## src/rtl/smme_pkg.sv

```systemverilog
// Shared types, constants and helper functions for the stereo mix mu-law encoder.
// No dependencies; every other file in rtl/ imports this package.
package smme_pkg;

    // Field widths
    localparam int SampleW = 16;
    localparam int CodeW   = 8;
    localparam int PctW    = 7;
    localparam int WeightW = 9;   // mix weight 0..256
    localparam int MixW    = 16;  // mixed channel value, signed
    localparam int CfgIdxW = 2;

    // Configuration register indexes
    localparam logic [CfgIdxW-1:0] CFG_STEREO_MODE = 2'd0;
    localparam logic [CfgIdxW-1:0] CFG_MIX_PERCENT = 2'd1;

    // Mixer constants
    localparam logic [PctW-1:0]    PCT_MAX     = 7'd100;
    localparam logic [WeightW:0]   WEIGHT_FULL = 10'd512;
    // floor(x / 25) = (x * 5243) >> 17 for x < 6401
    localparam logic [25:0]        RECIP_25    = 26'd5243;

    // Encoder constants
    localparam logic [15:0] MAG_CLIP   = 16'd8160;
    localparam logic [CodeW-1:0] CODE_CLIP = 8'h80;
    localparam logic [12:0] SEG_BASE [8] = '{
        13'd0, 13'd32, 13'd96, 13'd224, 13'd480, 13'd992, 13'd2016, 13'd4064
    };

    // Input word
    typedef struct packed {
        logic signed [SampleW-1:0] left_sample;
        logic signed [SampleW-1:0] right_sample;
    } in_word_t;

    // Output word
    typedef struct packed {
        logic [CodeW-1:0] left_code;
        logic [CodeW-1:0] right_code;
        logic             right_valid;
    } out_word_t;

    // Configuration seen by the mixer
    typedef struct packed {
        logic               stereo_mode;
        logic [WeightW-1:0] weight;
    } mix_cfg_t;

    // Mixed channel pair between mixer and encoders
    typedef struct packed {
        logic signed [MixW-1:0] left_mix;
        logic signed [MixW-1:0] right_mix;
        logic                   right_valid;
    } mix_word_t;

    // weight = min(pct,100) * 256 / 100 = (min(pct,100) * 64) / 25
    function automatic logic [WeightW-1:0] pct_to_weight(input logic [PctW-1:0] pct);
        logic [PctW-1:0] pct_c;
        logic [25:0]     scaled;
        logic [25:0]     prod;
        pct_c  = (pct > PCT_MAX) ? PCT_MAX : pct;
        scaled = {13'd0, pct_c, 6'd0};
        prod   = scaled * RECIP_25;
        return prod[17+WeightW-1:17];
    endfunction

endpackage

```

## src/rtl/smme_cfg.sv

```systemverilog
// Configuration registers: stereo mode and cross-mix weight.
// Depends on smme_pkg.
module smme_cfg (
    input  logic                            clk,
    input  logic                            rst_n,
    input  logic                            cfg_valid,
    output logic                            cfg_ready,
    input  logic [smme_pkg::CfgIdxW-1:0]    cfg_index,
    input  logic [smme_pkg::PctW-1:0]       cfg_data,
    output smme_pkg::mix_cfg_t              mix_cfg
);
    import smme_pkg::*;

    logic               stereo_reg, stereo_next;
    logic [WeightW-1:0] weight_reg, weight_next;

    // Writes are always taken
    assign cfg_ready = 1'b1;

    // Decode the register index; the percent is turned into a weight on write
    always_comb
    begin
        stereo_next = stereo_reg;
        weight_next = weight_reg;
        if (cfg_valid)
        begin
            case (cfg_index)
                CFG_STEREO_MODE: stereo_next = cfg_data[0];
                CFG_MIX_PERCENT: weight_next = pct_to_weight(cfg_data);
                default:         ;
            endcase
        end
    end

    always_ff @(posedge clk or negedge rst_n)
    begin
        if (!rst_n)
        begin
            stereo_reg <= 1'b0;
            weight_reg <= '0;
        end
        else
        begin
            stereo_reg <= stereo_next;
            weight_reg <= weight_next;
        end
    end

    assign mix_cfg.stereo_mode = stereo_reg;
    assign mix_cfg.weight      = weight_reg;

endmodule

```

## src/rtl/smme_mixer.sv

```systemverilog
// Channel mixer: stereo cross-mix, plain stereo scaling, or mono sum.
// Depends on smme_pkg.
module smme_mixer (
    input  smme_pkg::in_word_t  in_word,
    input  smme_pkg::mix_cfg_t  mix_cfg,
    output smme_pkg::mix_word_t mix_word
);
    import smme_pkg::*;

    logic signed [25:0]      l_ext, r_ext;
    logic signed [25:0]      p_ext, q_ext;
    logic        [WeightW:0] q_u;
    logic signed [25:0]      sum_l, sum_r;
    logic signed [16:0]      mono_sum;

    // Weights: own channel p, other channel 512 - p
    assign q_u   = WEIGHT_FULL - {1'b0, mix_cfg.weight};
    assign p_ext = $signed({17'd0, mix_cfg.weight});
    assign q_ext = $signed({16'd0, q_u});
    assign l_ext = 26'(in_word.left_sample);
    assign r_ext = 26'(in_word.right_sample);

    // Cross-mix products; the sum fits in 26 bits since p + q = 512
    assign sum_l = l_ext * p_ext + r_ext * q_ext;
    assign sum_r = r_ext * p_ext + l_ext * q_ext;

    assign mono_sum = 17'(in_word.left_sample) + 17'(in_word.right_sample);

    // Select by mode; arithmetic shifts are taken as upper bit slices
    always_comb
    begin
        if (mix_cfg.stereo_mode)
        begin
            mix_word.right_valid = 1'b1;
            if (mix_cfg.weight != '0)
            begin
                mix_word.left_mix  = sum_l[25:10];
                mix_word.right_mix = sum_r[25:10];
            end
            else
            begin
                mix_word.left_mix  = {{2{in_word.left_sample[15]}}, in_word.left_sample[15:2]};
                mix_word.right_mix = {{2{in_word.right_sample[15]}},
                                      in_word.right_sample[15:2]};
            end
        end
        else
        begin
            mix_word.right_valid = 1'b0;
            mix_word.left_mix    = {mono_sum[16], mono_sum[16:2]};
            mix_word.right_mix   = '0;
        end
    end

endmodule

```

## src/rtl/smme_encoder.sv

```systemverilog
// Mu-law encoder for one channel: eight segments, saturation at 8160.
// Depends on smme_pkg.
module smme_encoder (
    input  logic signed [smme_pkg::MixW-1:0] value,
    output logic        [smme_pkg::CodeW-1:0] code
);
    import smme_pkg::*;

    logic        neg;
    logic [15:0] mag;
    logic [2:0]  seg;
    logic [12:0] offset;
    logic [12:0] shifted;
    logic [3:0]  step;
    logic [7:0]  raw_code;

    // Magnitude and sign
    assign neg = value[MixW-1];
    assign mag = neg ? 16'(-value) : 16'(value);

    // Segment search, highest base first
    always_comb
    begin
        if (mag >= {3'd0, SEG_BASE[7]})
            seg = 3'd7;
        else if (mag >= {3'd0, SEG_BASE[6]})
            seg = 3'd6;
        else if (mag >= {3'd0, SEG_BASE[5]})
            seg = 3'd5;
        else if (mag >= {3'd0, SEG_BASE[4]})
            seg = 3'd4;
        else if (mag >= {3'd0, SEG_BASE[3]})
            seg = 3'd3;
        else if (mag >= {3'd0, SEG_BASE[2]})
            seg = 3'd2;
        else if (mag >= {3'd0, SEG_BASE[1]})
            seg = 3'd1;
        else
            seg = 3'd0;
    end

    // Step within the segment; step size is 2^(seg+1)
    assign offset   = mag[12:0] - SEG_BASE[seg];
    assign shifted  = offset >> ({1'b0, seg} + 4'd1);
    assign step     = shifted[3:0];
    assign raw_code = {1'b1, ~seg, ~step};

    // Sign mask clears bit 7 for negative values; clip above range
    always_comb
    begin
        if (mag >= MAG_CLIP)
            code = neg ? 8'h00 : CODE_CLIP;
        else
            code = neg ? {1'b0, raw_code[6:0]} : raw_code;
    end

endmodule

```

## src/rtl/stereo_mix_mulaw_encoder_top.sv

```systemverilog
// Stereo mix mu-law encoder top level: handshake pipeline around mixer and encoders.
// Depends on smme_pkg, smme_cfg, smme_mixer and smme_encoder.
//
// Usage:
//   Input channel (in_valid/in_ready/in_data) carries one stereo sample pair per
//   word. Output channel (out_valid/out_ready/out_data) gives one word of mu-law
//   codes per input word, in order. Configuration channel (cfg_valid/cfg_ready,
//   cfg_index, cfg_data) writes stereo_mode (index 0) and mix_percent (index 1);
//   writes are always taken and must be done while no word is in flight.
//   Pipeline: input register, mix register, output register. A word accepted into
//   the input register moves through the mix register to the output register.
//   One word is accepted every cycle while the output is taken; each stage loads
//   when it is empty or its word moves on, so stages advance independently.
//   When out_ready is low the pipeline fills; in_ready falls only once all three
//   stages hold a word, and every held word keeps its value.
//   Reset clears the stage valid flags and sets stereo_mode and mix_percent
//   to 0 (mono mode, no cross-mix).
module stereo_mix_mulaw_encoder_top (
    input  logic                          clk,
    input  logic                          rst_n,
    input  logic                          in_valid,
    output logic                          in_ready,
    input  smme_pkg::in_word_t            in_data,
    output logic                          out_valid,
    input  logic                          out_ready,
    output smme_pkg::out_word_t           out_data,
    input  logic                          cfg_valid,
    output logic                          cfg_ready,
    input  logic [smme_pkg::CfgIdxW-1:0]  cfg_index,
    input  logic [smme_pkg::PctW-1:0]     cfg_data
);
    import smme_pkg::*;

    mix_cfg_t  mix_cfg;
    in_word_t  in_reg;
    mix_word_t mix_comb, mix_reg;
    out_word_t out_comb, out_reg;
    logic      in_vld_reg, mix_vld_reg, out_vld_reg;
    logic      adv_in, adv_mix, adv_out;

    // Configuration registers
    smme_cfg u_cfg (
        .clk       (clk),
        .rst_n     (rst_n),
        .cfg_valid (cfg_valid),
        .cfg_ready (cfg_ready),
        .cfg_index (cfg_index),
        .cfg_data  (cfg_data),
        .mix_cfg   (mix_cfg)
    );

    // Stage advance: a stage loads when it is empty or its word moves on
    assign adv_out  = !out_vld_reg || out_ready;
    assign adv_mix  = !mix_vld_reg || adv_out;
    assign adv_in   = !in_vld_reg  || adv_mix;
    assign in_ready = adv_in;

    // Mixer between input and mix registers
    smme_mixer u_mixer (
        .in_word  (in_reg),
        .mix_cfg  (mix_cfg),
        .mix_word (mix_comb)
    );

    // Encoders between mix and output registers
    smme_encoder u_enc_left (
        .value (mix_reg.left_mix),
        .code  (out_comb.left_code)
    );

    smme_encoder u_enc_right (
        .value (mix_reg.right_mix),
        .code  (out_comb.right_code)
    );

    assign out_comb.right_valid = mix_reg.right_valid;

    // Valid flags
    always_ff @(posedge clk or negedge rst_n)
    begin
        if (!rst_n)
        begin
            in_vld_reg  <= 1'b0;
            mix_vld_reg <= 1'b0;
            out_vld_reg <= 1'b0;
        end
        else
        begin
            if (adv_in)
                in_vld_reg <= in_valid;
            if (adv_mix)
                mix_vld_reg <= in_vld_reg;
            if (adv_out)
                out_vld_reg <= mix_vld_reg;
        end
    end

    // Payload registers
    always_ff @(posedge clk)
    begin
        if (adv_in)
            in_reg <= in_data;
        if (adv_mix)
            mix_reg <= mix_comb;
        if (adv_out)
        begin
            out_reg.left_code   <= out_comb.left_code;
            out_reg.right_code  <= mix_reg.right_valid ? out_comb.right_code : '0;
            out_reg.right_valid <= out_comb.right_valid;
        end
    end

    assign out_valid = out_vld_reg;
    assign out_data  = out_reg;

endmodule
```

## config.mk

```make
export PLATFORM = sky130hd
export DESIGN_NAME = stereo_mix_mulaw_encoder_top
export DESIGN_NICKNAME = d
export VERILOG_FILES = /design/src/rtl/smme_pkg.sv /design/src/rtl/smme_cfg.sv /design/src/rtl/smme_mixer.sv /design/src/rtl/smme_encoder.sv /design/src/rtl/stereo_mix_mulaw_encoder_top.sv
export SDC_FILE = /design/constraint.sdc
export NUM_CORES = 2
export LEC_CHECK = 0
export ABC_AREA = 1
export BUFFER_PORTS_ARGS = -buffer_cell sky130_fd_sc_hd__clkbuf_2
export CAP_MARGIN = 15
export CORE_ASPECT_RATIO = 0.7
export CORE_MARGIN = 4
export CORE_UTILIZATION = 48
export DETAILED_ROUTE_END_ITERATION = 8
export MAX_ROUTING_LAYER = met4
export PLACE_DENSITY_LB_ADDON = 0.12
export SETUP_SLACK_MARGIN = 0.3
export SYNTH_ARGS = -nofsm -noshare
export SYNTH_HDL_FRONTEND = slang
export SYNTH_SLANG_ARGS = --single-unit
```

## constraint.sdc

```tcl
create_clock -name clk -period 9.85 [get_ports clk]
set_input_delay 1.97 -clock clk [delete_from_list [all_inputs] [get_ports clk]]
set_output_delay 1.97 -clock clk [all_outputs]
set_load 0.02 [all_outputs]
```

==> impl_metrics.env <==
export IMPL_nets=4534
export IMPL_htreeDepth=3
export IMPL_drive_gt1_share_pct=6.27
export IMPL_synth_most_common_cell="inv_1"
export IMPL_syn2layout_area_growth_pct=4.94
export IMPL_ys_types=63
export IMPL_path_buf_inv=7
export IMPL_start_util_pct=48.6
export IMPL_hold_depth=0
export IMPL_die_h_um=217
export IMPL_yosysTopAreaCell="fa_1"
export IMPL_cap_violations=0
export IMPL_multi_input_area_mm2=0.0229
export IMPL_regArea_mm2=0.00279
export IMPL_reg2reg_slack_ns=1.55
export IMPL_crit_family="adder cells"
export IMPL_cts_buffers=9
export IMPL_tightest_slew_ns=1.13
export IMPL_viasPerCell=5.08
export IMPL_path_clk_slew_ns=0.09
export IMPL_syn_num_nets=4546
export IMPL_rows=76
export IMPL_insertion_delay_ns=0.41
export IMPL_drt_iter0_markers=1861
export IMPL_cts_setup_buffers=0
export IMPL_hold_violations=0
export IMPL_critical_path_arrival_ns=8.46
export IMPL_yosys_top_cells_area="fa_1 (41%), inv_1 (12%), ha_1 (11%), nand2_1 (9.5%), edfxtp_1 (8.2%)"
export IMPL_layout_min_cycle_time_ns=8.30
export IMPL_dp_hpwl_um=70800
export IMPL_yosysWarningCount=0
export IMPL_ys_seq_area_share_pct=9.31
export IMPL_grt_ovfl_total=0
export IMPL_async_flop_share_pct=13.7
export IMPL_cp_num_cells=28
export IMPL_max_clock_path_buffers=2
export IMPL_dr_pass1_iters=7
export IMPL_end_kind="flop"
export IMPL_cts_root_buffer_cell="clkbuf_16"
export IMPL_largest_register_ffs=33
export IMPL_grt_pass1_wl_um=137000
export IMPL_hold_path_class="reg -> reg"
export IMPL_slew_headroom_pct=24.5
export IMPL_finalClockSkew_ns=0.0246
export IMPL_synth_common_cells="inv_1 (980), nand2_1 (756), fa_1 (617)"
export IMPL_netlist_instances=3610
export IMPL_ios=66
export IMPL_critPathKind="reg -> reg"
export IMPL_synth_top_cell_area_share_pct=41.3
export IMPL_grt_max_degree=47
export IMPL_vias=22500
export IMPL_n_antenna_cell=0
export IMPL_cts_hold_buf=0
export IMPL_io_buffers=64
export IMPL_drc=0
export IMPL_cp_data_required_time_ns=10.01
export IMPL_rr_worst_depth=28
export IMPL_cpMaxStageDelayCell="inv_1"
export IMPL_die_area_mm2=0.0665
export IMPL_clock_sinks=95
export IMPL_r2r_end="mix_reg[10]"
export IMPL_reg2reg_from="u_cfg.weight_reg[0]"
export IMPL_cp_max_fo=22
export IMPL_avgSynthCellArea_um2=8.29
export IMPL_routed_wirelength_um=85900
export IMPL_cts_resized_gates=0
export IMPL_netlist_area_mm2=0.0299
export IMPL_worstHoldStart="mix_reg[0]"
export IMPL_outcome="complete, no violations"
export IMPL_cp_start_kind="flop"
export IMPL_synth_edf_count=82
export IMPL_core_area_mm2=0.0616
export IMPL_grt_setup_unrepaired="no"
export IMPL_grt_pass1_vias=22800
export IMPL_drv_slew=0
export IMPL_fin_setup_tns_ns=0
export IMPL_routedWlPerCell_um=19.4
export IMPL_die_w_um=307
export IMPL_fmax_mhz=120
export IMPL_whs_endpoint="out_data[0]"
export IMPL_ys_flop_type="edfxtp_1"
export IMPL_place_congestion=0.919
export IMPL_cts_tree="yes"
export IMPL_grtUsageTotal_pct=27.7
export IMPL_synth_seq_cells=95
export IMPL_antenna_found_initial=2
export IMPL_period_share_pct=84.3
export IMPL_setup_viol=0
export IMPL_max_stage_delay_ns=0.59
export IMPL_drtAntennaViolNets=0
export IMPL_nFillCells=5997
-- logic make-up (layout without fill, tap and decap cells) --
family	after synthesis	after routing	share of synthesized area [%]
XOR/XNOR	81	81	2.44
AO/OA/AOI/OAI	275	275	5.12
other	1	1	0.0125
flip-flops	95	95	9.31
AND/OR/NAND/NOR	1132	1132	16.1
buffers and inverters	1136	1129	14.4
adder cells (fa/ha/maj)	890	890	52.7
-- layer usage --
layer | vias to the layer above | track usage [%] | routed length (µm)
li1 | 10600 | - | -
met1 | 11000 | 43.8 | 42500
met2 | 831 | 35.4 | 32400
met3 | 63 | 7.83 | 9690
met4 | 0 | 4.34 | 1220
met5 | - | - | 0
-- worst max-delay path by stage --
stage | startpoint | to | slack, ns
floorplan | u_cfg.weight_reg[0] | mix_reg[10] | 2.43
global placement | u_cfg.weight_reg[0] | mix_reg[10] | 1.67
detailed placement | u_cfg.weight_reg[0] | mix_reg[10] | 1.66
CTS | u_cfg.weight_reg[0] | mix_reg[10] | 1.61
global route | u_cfg.weight_reg[0] | mix_reg[10] | 0.99
finish | u_cfg.weight_reg[0] | mix_reg[10] | 1.55
-- layout by cell type, fill, tap and decap left out, types with 11 or more instances in the layout --
cell	count
dfrtp_1	13
fa_1	617
a21oi_1	123
nor2_2	11
xnor2_1	36
buf_4	53
nand3_1	74
xor2_1	42
edfxtp_1	82
clkbuf_2	64
ha_1	272
nand2_2	20
nor3_1	12
nor2_1	176
o21ai_0	94
nand2_1	755
inv_1	980
nand4_1	26
inv_2	12
-- layout make-up --
type                       instances  share of cell area, %
multi-input combinational       2379                   72.7
sequential                        95                   8.87
timing repair buffer             117                   2.29
clock inverter                     7                  0.231
inverter                         996                   11.9
clock buffer                       9                  0.717
tap                              819                   3.26
-- worst reg2reg max path: cells and delay by family (launching register included) --
kind | cells | cell delay [ns]
AOI/OAI and AO/OA | 6 | 1.33
adders and majority gates | 9 | 4.32
buffers and inverters | 7 | 1.12
DFF | 1 | 0.40
and+or+nand+nor | 6 | 0.90
-- through the flow --
stage | hold WS [ns] | setup slack [ns] | std cells | util, % | area (µm²)
global placement | 0.441 | 1.67 | 4406 | 50.5 | 31100
finish | 0.461 | 1.55 | 4422 | 51.0 | 31400
floorplan | 0.423 | 2.43 | 3610 | - | 29900
global route | 0.478 | 0.987 | 4422 | 51.0 | 31400
detailed placement | 0.447 | 1.66 | 4406 | 50.5 | 31100
CTS | 0.464 | 1.61 | 4422 | 51.0 | 31400
Power is left out: the tool's default activity adds up to more than one toggle a clock period on the data nets, which glitch-free logic cannot reach.
